`config.mk`:
```
export PLATFORM = sky130hd
export DESIGN_NAME = fifo_lru_page_replacement
export DESIGN_NICKNAME = d
export VERILOG_FILES = /design/src/design/flpr_pkg.sv /design/src/design/fifo_lru_page_replacement.sv /design/src/design/flpr_core.sv
export SDC_FILE = /design/constraint.sdc
export NUM_CORES = 1
export LEC_CHECK = 0
export BUFFER_PORTS_ARGS = -buffer_cell sky130_fd_sc_hd__buf_2
export CAP_MARGIN = 20
export CORE_MARGIN = 2
export CORE_UTILIZATION = 30
export DETAILED_ROUTE_END_ITERATION = 8
export GPL_ROUTABILITY_DRIVEN = 0
export PLACE_DENSITY = 0.54
export SETUP_SLACK_MARGIN = 0.4
export SYNTH_ARGS = -nofsm -noshare
export SYNTH_HDL_FRONTEND = slang
export SYNTH_SLANG_ARGS = --single-unit
```
`constraint.sdc`:
```
create_clock -name clk -period 10.8 [get_ports clk]
set_clock_uncertainty 0.15 [all_clocks]
set_input_delay 2.16 -clock clk [delete_from_list [all_inputs] [get_ports clk]]
set_output_delay 2.16 -clock clk [all_outputs]
set_load 0.005 [all_outputs]
```
`src/design/flpr_pkg.sv`:
```
// ----------------------------------------------------------------------------
// flpr_pkg
// Shared types, constants and helpers for the page replacement tracker.
// ----------------------------------------------------------------------------
package flpr_pkg;

  localparam int MAX_FRAMES  = 16;
  localparam int PAGE_WIDTH  = 8;
  localparam int SLOT_W      = 4;
  localparam int RANK_W      = 4;
  localparam int FCNT_W      = 5;
  localparam int CNT_W       = 16;
  localparam int APB_DW      = 32;
  localparam int APB_AW      = 3;

  localparam logic [RANK_W-1:0] RANK_MAX = {RANK_W{1'b1}};
  localparam logic [CNT_W-1:0]  CNT_MAX  = {CNT_W{1'b1}};

  typedef enum logic {
    REG_POLICY_LRU    = 1'b0,
    REG_FRAMES_IN_USE = 1'b1
  } reg_idx_t;

  typedef struct packed {
    logic [PAGE_WIDTH-1:0] page_number;
    logic                  is_write;
  } in_t;

  typedef struct packed {
    logic                  fault;
    logic [SLOT_W-1:0]     slot;
    logic                  evicted_valid;
    logic [PAGE_WIDTH-1:0] evicted_page;
    logic [CNT_W-1:0]      fault_count;
    logic [CNT_W-1:0]      write_count;
  } out_t;

  typedef struct packed {
    logic              policy_lru;
    logic [FCNT_W-1:0] frames_in_use;
  } cfg_t;

  function automatic logic [SLOT_W-1:0] lowest_set(input logic [MAX_FRAMES-1:0] v);
    logic [SLOT_W-1:0] idx;
    idx = '0;
    for (int i = MAX_FRAMES - 1; i >= 0; i--) begin
      if (v[i]) idx = SLOT_W'(i);
    end
    return idx;
  endfunction

endpackage

```
`src/design/fifo_lru_page_replacement.sv`:
```
// ----------------------------------------------------------------------------
// fifo_lru_page_replacement
// Page reference tracker with FIFO or LRU replacement over a register table.
// ----------------------------------------------------------------------------
// Usage:
//   Input: drive in_item and raise start; a transaction is taken at a rising
//   edge with start high and busy low. busy is low except as noted under Reset
//   below, so one reference can be issued every cycle.
//   Output: out_strobe is high for exactly one cycle with out_item holding
//   hit/fault, slot, evicted page and the running fault and write counts.
//   The accepted reference is registered in item_r, and its result in
//   out_item_r; throughput is one reference per cycle, set by the single
//   compare/select pass over the 16 frame registers.
//   Config: APB port, register 0 (policy_lru) at 0x0, register 1
//   (frames_in_use) at 0x4; write only while no transaction is in flight.
//   Reset (rst_n low, synchronous) empties the table, clears ranks, FIFO
//   pointer and counters, and restores FIFO policy with 4 frames. busy is
//   high during reset and for one cycle after it.
//   The receiver cannot stall: each result is shown for one cycle only.
// ----------------------------------------------------------------------------
module fifo_lru_page_replacement (
  input  logic                          clk,
  input  logic                          rst_n,
  input  logic                          start,
  output logic                          busy,
  input  flpr_pkg::in_t                 in_item,
  output logic                          out_strobe,
  output flpr_pkg::out_t                out_item,
  input  logic                          psel,
  input  logic                          penable,
  input  logic                          pwrite,
  input  logic [flpr_pkg::APB_AW-1:0]   paddr,
  input  logic [flpr_pkg::APB_DW-1:0]   pwdata,
  output logic [flpr_pkg::APB_DW-1:0]   prdata,
  output logic                          pready
);

  flpr_pkg::cfg_t cfg_r;
  flpr_pkg::in_t  item_r;
  flpr_pkg::out_t result;
  logic           item_vld_r;
  logic           busy_r;
  logic           out_strobe_r;
  flpr_pkg::out_t out_item_r;
  logic           wr_en;

  assign pready = 1'b1;
  assign wr_en  = psel && penable && pwrite && pready;
  assign busy   = busy_r || !rst_n;

  always_ff @(posedge clk) begin
    if (!rst_n) begin
      cfg_r.policy_lru    <= 1'b0;
      cfg_r.frames_in_use <= flpr_pkg::FCNT_W'(4);
    end else if (wr_en) begin
      case (flpr_pkg::reg_idx_t'(paddr[2]))
        flpr_pkg::REG_POLICY_LRU:    cfg_r.policy_lru    <= pwdata[0];
        flpr_pkg::REG_FRAMES_IN_USE: cfg_r.frames_in_use <= pwdata[flpr_pkg::FCNT_W-1:0];
        default: ;
      endcase
    end
  end

  always_comb begin
    case (flpr_pkg::reg_idx_t'(paddr[2]))
      flpr_pkg::REG_POLICY_LRU:    prdata = flpr_pkg::APB_DW'(cfg_r.policy_lru);
      flpr_pkg::REG_FRAMES_IN_USE: prdata = flpr_pkg::APB_DW'(cfg_r.frames_in_use);
      default:                     prdata = '0;
    endcase
  end

  always_ff @(posedge clk) begin
    if (!rst_n) begin
      busy_r       <= 1'b1;
      item_vld_r   <= 1'b0;
      out_strobe_r <= 1'b0;
    end else begin
      busy_r       <= 1'b0;
      item_vld_r   <= start && !busy;
      out_strobe_r <= item_vld_r;
    end
  end

  always_ff @(posedge clk) begin
    if (start && !busy) item_r <= in_item;
    if (item_vld_r)     out_item_r <= result;
  end

  flpr_core u_core (
    .clk      (clk),
    .rst_n    (rst_n),
    .item_vld (item_vld_r),
    .item     (item_r),
    .cfg      (cfg_r),
    .result   (result)
  );

  assign out_strobe = out_strobe_r;
  assign out_item   = out_item_r;

endmodule

```
`src/design/flpr_core.sv`:
```
// ----------------------------------------------------------------------------
// flpr_core
// Frame table with parallel lookup, fill, FIFO/LRU victim select and counters.
// ----------------------------------------------------------------------------
module flpr_core (
  input  logic           clk,
  input  logic           rst_n,
  input  logic           item_vld,
  input  flpr_pkg::in_t  item,
  input  flpr_pkg::cfg_t cfg,
  output flpr_pkg::out_t result
);

  logic [flpr_pkg::PAGE_WIDTH-1:0] page_r  [flpr_pkg::MAX_FRAMES];
  logic [flpr_pkg::RANK_W-1:0]     rank_r  [flpr_pkg::MAX_FRAMES];
  logic [flpr_pkg::RANK_W-1:0]     rank_nxt[flpr_pkg::MAX_FRAMES];
  logic [flpr_pkg::MAX_FRAMES-1:0] valid_r;
  logic [flpr_pkg::SLOT_W-1:0]     ptr_r, ptr_nxt, ptr_use;
  logic [flpr_pkg::CNT_W-1:0]      faults_r, faults_nxt;
  logic [flpr_pkg::CNT_W-1:0]      writes_r, writes_nxt;

  logic [flpr_pkg::FCNT_W-1:0]     f_eff;
  logic [flpr_pkg::FCNT_W-1:0]     ptr_inc;
  logic [flpr_pkg::MAX_FRAMES-1:0] in_use, hit_vec, empty_vec, max_vec;
  logic                            hit, empty_any, evict;
  logic [flpr_pkg::SLOT_W-1:0]     slot;
  logic [flpr_pkg::RANK_W:0]       old_rank;

  always_comb begin
    if (cfg.frames_in_use == '0) begin
      f_eff = flpr_pkg::FCNT_W'(1);
    end else if (cfg.frames_in_use > flpr_pkg::FCNT_W'(flpr_pkg::MAX_FRAMES)) begin
      f_eff = flpr_pkg::FCNT_W'(flpr_pkg::MAX_FRAMES);
    end else begin
      f_eff = cfg.frames_in_use;
    end
  end

  always_comb begin
    for (int j = 0; j < flpr_pkg::MAX_FRAMES; j++) begin
      in_use[j]    = flpr_pkg::FCNT_W'(j) < f_eff;
      hit_vec[j]   = in_use[j] && valid_r[j] && (page_r[j] == item.page_number);
      empty_vec[j] = in_use[j] && !valid_r[j];
    end
  end

  // oldest frame: strictly older than lower frames, at least as old as higher ones
  always_comb begin
    for (int j = 0; j < flpr_pkg::MAX_FRAMES; j++) begin
      max_vec[j] = in_use[j];
      for (int k = 0; k < flpr_pkg::MAX_FRAMES; k++) begin
        if (in_use[k] && k < j && rank_r[k] >= rank_r[j]) max_vec[j] = 1'b0;
        if (in_use[k] && k > j && rank_r[k] > rank_r[j])  max_vec[j] = 1'b0;
      end
    end
  end

  assign ptr_use = ({1'b0, ptr_r} >= f_eff) ? '0 : ptr_r;
  assign ptr_inc = {1'b0, ptr_use} + flpr_pkg::FCNT_W'(1);

  assign hit       = |hit_vec;
  assign empty_any = |empty_vec;
  assign evict     = !hit && !empty_any;

  always_comb begin
    if (hit) begin
      slot = flpr_pkg::lowest_set(hit_vec);
    end else if (empty_any) begin
      slot = flpr_pkg::lowest_set(empty_vec);
    end else if (cfg.policy_lru) begin
      slot = flpr_pkg::lowest_set(max_vec);
    end else begin
      slot = ptr_use;
    end
  end

  always_comb begin
    ptr_nxt = ptr_r;
    if (evict && !cfg.policy_lru) begin
      ptr_nxt = (ptr_inc >= f_eff) ? '0 : ptr_inc[flpr_pkg::SLOT_W-1:0];
    end
  end

  always_comb begin
    old_rank = hit ? {1'b0, rank_r[slot]} : {1'b1, {flpr_pkg::RANK_W{1'b0}}};
    for (int j = 0; j < flpr_pkg::MAX_FRAMES; j++) begin
      rank_nxt[j] = rank_r[j];
      if (flpr_pkg::SLOT_W'(j) == slot) begin
        rank_nxt[j] = '0;
      end else if (in_use[j] && valid_r[j] && ({1'b0, rank_r[j]} < old_rank)
                   && rank_r[j] != flpr_pkg::RANK_MAX) begin
        rank_nxt[j] = rank_r[j] + flpr_pkg::RANK_W'(1);
      end
    end
  end

  assign writes_nxt = (item.is_write && writes_r != flpr_pkg::CNT_MAX) ?
                      writes_r + flpr_pkg::CNT_W'(1) : writes_r;
  assign faults_nxt = (!hit && faults_r != flpr_pkg::CNT_MAX) ?
                      faults_r + flpr_pkg::CNT_W'(1) : faults_r;

  always_comb begin
    result.fault         = !hit;
    result.slot          = slot;
    result.evicted_valid = evict;
    result.evicted_page  = evict ? page_r[slot] : '0;
    result.fault_count   = faults_nxt;
    result.write_count   = writes_nxt;
  end

  always_ff @(posedge clk) begin
    if (!rst_n) begin
      valid_r  <= '0;
      ptr_r    <= '0;
      faults_r <= '0;
      writes_r <= '0;
      for (int j = 0; j < flpr_pkg::MAX_FRAMES; j++) rank_r[j] <= '0;
    end else if (item_vld) begin
      ptr_r    <= ptr_nxt;
      faults_r <= faults_nxt;
      writes_r <= writes_nxt;
      for (int j = 0; j < flpr_pkg::MAX_FRAMES; j++) rank_r[j] <= rank_nxt[j];
      if (!hit) valid_r[slot] <= 1'b1;
    end
  end

  always_ff @(posedge clk) begin
    if (item_vld && !hit) page_r[slot] <= item.page_number;
  end

endmodule

```
Word-level counts from Yosys, hierarchy flattened:

Memories as Yosys holds them, arrays and structs flattened. A register that Yosys moved wholly into a read port is not among the register bits.
Cells that the tools add are included.

* bits in registers: 108
* output and inout port bits: 81
* memories kept: 2
* memory bits (writable): 192
* bits of input ports: 50
* logic and storage cells: 1097

Memory list
* u_core.page_r: words 16, width 8, read ports 17, clocked after memory_dff 1, wr ports 1, line flpr_core.sv:14 `logic [flpr_pkg::PAGE_WIDTH-1:0] page_r [flpr_pkg::MAX_FRAMES];`
* u_core.rank_r: words 16, width 4, read ports 17, clocked after memory_dff 0, wr ports 16, line flpr_core.sv:15 `logic [flpr_pkg::RANK_W-1:0] rank_r [flpr_pkg::MAX_FRAMES];`

* bitwise logic cells: 19
* add/subtract/negate cells: 19
* muxes and demuxes: 355
* magnitude comparators: 277
* reductions and logical operators: 360
* equal/unequal tests: 49

Operators with widths (number)
* >= comparator 4 bit: 120
* greater-than comparator 4 bit: 120
* 2-to-1 mux 4 bit: 101
* logical AND 1 bit: 329
* 2-to-1 mux 1 bit: 247
* equality test 8 bit: 16
* < comparator 4 x 5 -> 1 bit: 16
* adder 4 x 1 -> 4 bit (second input constant): 16
* inequality test 4 bit (second input constant): 16
* case mux 32 bit (2 select lines): 1
* < comparator 4 x 5 -> 1 bit (first input constant): 8
* adder 16 x 1 -> 16 bit (second input constant): 2
* equality test 4 bit (first input constant): 8
* 2-to-1 mux 16 bit: 2
* inequality test 16 bit (second input constant): 2
* OR reduction 16 bit: 2
* logical NOT 1 bit: 22
* < comparator 3 x 5 -> 1 bit (first input constant): 4
* equality test 3 x 4 -> 1 bit (first input constant): 4
* bitwise OR 1 bit: 16
* bitwise OR 16 bit: 1
* 2-to-1 mux 5 bit: 3
* < comparator 1 x 5 -> 1 bit (first input constant): 2
* < comparator 2 x 5 -> 1 bit (first input constant): 2
* 14 further kinds: 19

Logic depth before layout (Yosys ltp):

An unclocked memory read counts as a cell.

* depth in word-level cells: 47
* depth in mapped cells: 30
* gate-level depth less buffers: 25

Hierarchy:

Synthesis repeated with hierarchy kept, for this count alone.

* cell total of the unflattened synthesis: 3189
* area, all modules: 29412.0 sq um

By module, submodules not included
* flpr_core: seq. area each 6806.5 sq um, cells each 3063, times used 1, area each 27153.5 sq um
* fifo_lru_page_replacement: seq. area each 1831.8 sq um, cells each 126, times used 1, area each 2258.4 sq um

Worst setup path after synthesis:

OpenSTA, ideal clock, no wires.

* path kind: reg-to-reg
* start point: memory u_core.rank_r[2][1] in the netlist's numbering
* end point: memory u_core.rank_r[2][0] in the netlist's numbering (enable)
* data required time: 10271 ps
* clock period less this slack: 6950 ps
* buffers on the path: 1
* setup slack: 3850 ps
* stages on the path, launching flop included: 22
* setup time: 379 ps
* data arrival time: 6421 ps
* cell sequence: edfxtp_1 > inv_1 > ha_1 > nor2b_1 > o211ai_1 > o211a_2 > or4_1 > a2111o_1 > or4_1 > o311a_1 > and3_1 > nor3_2 > buf_2 > mux4_2 > nand2_1 > o21ai_1 > a22oi_1 > ha_1 > a21o_1 > a21oi_1 > o2111ai_1 > o41ai_1

RTL lines (line)
* start: declaration: flpr_core.sv:15

==> results.md <==
- Die ar.: 99,300 um^2
- DR pass1 iterations: 6
- Tightest Pin Transition: 1180 ps
- Routed met1 length: 46,200 um
- CP Launch Type: flip-flop
- Clk Latency, worst-skew pair: 570 ps
- Vias per inst: 5.73
- Internal power: 2.28 mW
- Placed cells: 4,386
- H-tree levels: 2
- Sw Share: 32.2%
- ANT cells: 0
- Final hold viol count: 0
- Min Clock Period, post-route: 8510 ps
- Vias after detailed routing: 25.5k
- Post-synth top area share: 25.5%
- Number of synthesized flops with an enable pin: 247
- Tcrit/Tclk final: 78.8%
- Post-CTS setup buffers: 0
- Switching pwr: 1.08 mW
- Drt initial violations: 2,471
- Fin Setup TNS: 0 ps
- Hold buffer count at cts: 0
- Largest net degree at the start of global routing: 64
- Share of cells above drive strength 1: 7.94%
- Worst setup path class: flip-flop to flip-flop
- Pwr Total: 3.36 mW
- Clock-pin transition on the worst setup and hold timing paths: 60 ps
- FILL cells: 9,840
- Final HPWL DP: 79,400 um
- Sink Count: 308
- First-pass GRT wire length: 160,000 um
- Synth Instances: 3,045
- Final setup viols: 0
- Post-route ant nets: 0
- Synth area leaders: edfxtp_1 26%, ha_1 24%, dfxtp_1 4.2%
- Metal2 WL: 48,000 um
- # IOs: 131
- Clock Power Share: 35.7%
- Setup repair after global routing missed its margin: false
- Clk Tree Root Cell: clkbuf_16
- Worst Path Max Fanout: 14
- Post-CTS sizing: 0
- Final slew viol count: 0
- Worst stage delay on the critical path: 990 ps
- Worst EP arrival: 8520 ps
- Avg Inst Size Synth: 9.54 um^2
- Vias in the first global route: 23.8k
- Max VDD drop: 128 uV
- IO buf count: 73
- Yosys warnings: 0
- Most numerous cell in the Yosys netlist: ha_1
- P_leak: 13.0 nW
- Max Freq: 118 MHz
- Sequential fraction of the synthesis area: 29.7%
- Combinational power share: 24.2%
- Worst endpoint required time: 10,810 ps
- Non-Filler Instances: 4,450
- Slew headroom: 20.1%
- Max-cap violation count: 0
- Grt ovf: 0
- Std-Cell Rows: 114
- WL met3: 9360 um
- Die H: 315 um
- WHS: 364 ps
- Drc violations: 0
- Post-synth top flop: edfxtp_1
- Worst hold path type: flip-flop to flip-flop
- Initial core utilization: 30.2%
- Cts bufs inserted: 35
- #FFs+latches synth: 308
- CP cell instances: inv_1 > ha_1 > o21ai_0 > a221oi_1 > or4_1 > a2111o_1 > or4_1 > o311a_1 > and3_1 > nor3_4 > mux4_2 > nand2_1 > o21ai_1 > a22oi_2 > buf_4 > ha_1 > a21o_1 > a21oi_1 > o2111ai_1 > o41ai_1
- Die W: 315 um
- Nets: 3,753
- Power density cells: 104 nW/um^2
- Distinct cell type count after synthesis: 87
- Status: complete, no violations
- Total GRT Usage: 21.5%
- Critical path's slowest cell: edfxtp_1
- CTS Buffer Depth: 3
- Routed WL per cell: 24.5 um
- Flop pwr share: 40.0%
- Initial antenna violation count: 1
- CTS tree: done
- Core Box Area: 96,300 um^2
- Top Family by Delay on Critical Path: compound AO/OA/AOI/OAI gates
- Async S/R FF share, synth: 0%
- Crit path buffers/inverters: 2
- Final WL: 109,000 um
- Post-Syn Area: 29,100 um^2
- Worst setup EP type: flip-flop
- Top layer in use: met5
- Synth top cells by count: 556 x ha_1, 247 x edfxtp_1, 210 x a21oi_1, 203 x nor2_1, 199 x nand2_1
- Synthesis-to-finish area growth: 11.2%
- Cell taking the most area after synthesis: edfxtp_1
-- per-stage QoR --
| step | utilization, % | setup WS (ps) | cell area [um^2] |
|---|---|---|---|
| after detailed placement | 32.4 | 2500 | 31200 |
| after global routing | 33.6 | 2090 | 32300 |
| after global placement | 32.4 | 2480 | 31200 |
| after floorplan | - | 3850 | 29100 |
| final | 33.6 | 2290 | 32300 |
| after CTS | 33.6 | 2420 | 32300 |
-- worst paths after layout --
| path | cells past startpoint | end | from | slack (ps) |
|---|---|---|---|---|
| hold reg to reg | 2 | item_vld_r | busy_r | 360 |
| setup / recovery | 20 | u_core.rank_r[5][2] | u_core.rank_r[15][3] | 2290 |
| hold / removal | 2 | item_vld_r | busy_r | 360 |
| setup reg to reg | 20 | u_core.rank_r[5][2] | u_core.rank_r[15][3] | 2290 |
-- placed cells by master, fill, tap and decap left out, types with 30 or more instances in the layout --
| cell type | count |
|---|---|
| o21a_1 | 30 |
| nor2b_1 | 73 |
| nor4_1 | 33 |
| xnor2_1 | 125 |
| clkbuf_16 | 36 |
| buf_4 | 80 |
| inv_1 | 128 |
| ha_1 | 556 |
| dfxtp_1 | 59 |
| nand4_1 | 121 |
| nor2_1 | 203 |
| buf_2 | 73 |
| xor2_1 | 93 |
| o211ai_1 | 64 |
| a21oi_1 | 210 |
| nor3_1 | 31 |
| edfxtp_1 | 247 |
| nand3_1 | 74 |
| mux2i_1 | 102 |
| nand2_1 | 199 |
| o21ai_0 | 161 |
-- power groups by stage --
stage	Sequential, mW	Clock, mW	Combinational, mW
6_report	1.35	1.20	0.815
5_1_grt	1.35	1.27	0.901
4_1_cts	1.35	1.23	0.794
3_5_place_dp	1.37	0	0.791
3_3_place_gp	1.37	0	0.775
2_1_floorplan	1.37	0	0.516
-- worst min-delay path: cells and delay by family, from the launching register on --
kind          cells  cell delay (ps)
simple gates      2              190
flops             1              300
-- layout make-up --
class                      count  area [um^2]  share of cell area (%)
inverter                     130          489                    1.51
sequential                   308         8640                    26.8
clock inverter                20          204                   0.631
tap                         1276         1600                    4.94
multi-input combinational   2519        19500                    60.2
timing repair buffer         153          966                    2.99
clock buffer                  44          951                    2.94
-- state kept, by name (all words and copies together), names as in the netlist --
register / flops
cfg_r: 6
item_vld_r: 1
out_strobe: 1
u_core.rank_r: 64
u_core.valid_r: 16
u_core.writes_r: 16
u_core.faults_r: 16
item_r: 9
out_item: 46
u_core.ptr_r: 4
u_core.page_r: 128
busy_r: 1
-- logic make-up after synthesis --
family	after synthesis	synth area share, %
AOI/OAI and AO/OA	745	16.9
and+or+nand+nor	862	15.1
other	2	0.0259
buffers and inverters	244	3.72
muxes	110	4.02
DFF	308	29.7
xor gates and xnor gates	218	6.57
adders and majority gates	556	23.9
-- routing by layer --
| layer | up-vias | track usage, % |
|---|---|---|
| li1 | 11808 | - |
| met2 | 1171 | 33.8 |
| met1 | 12208 | 28.7 |
| met4 | 2 | 9.77 |
| met5 | - | 0 |
| met3 | 294 | 3.73 |
Power figures use the tool's default switching activity.
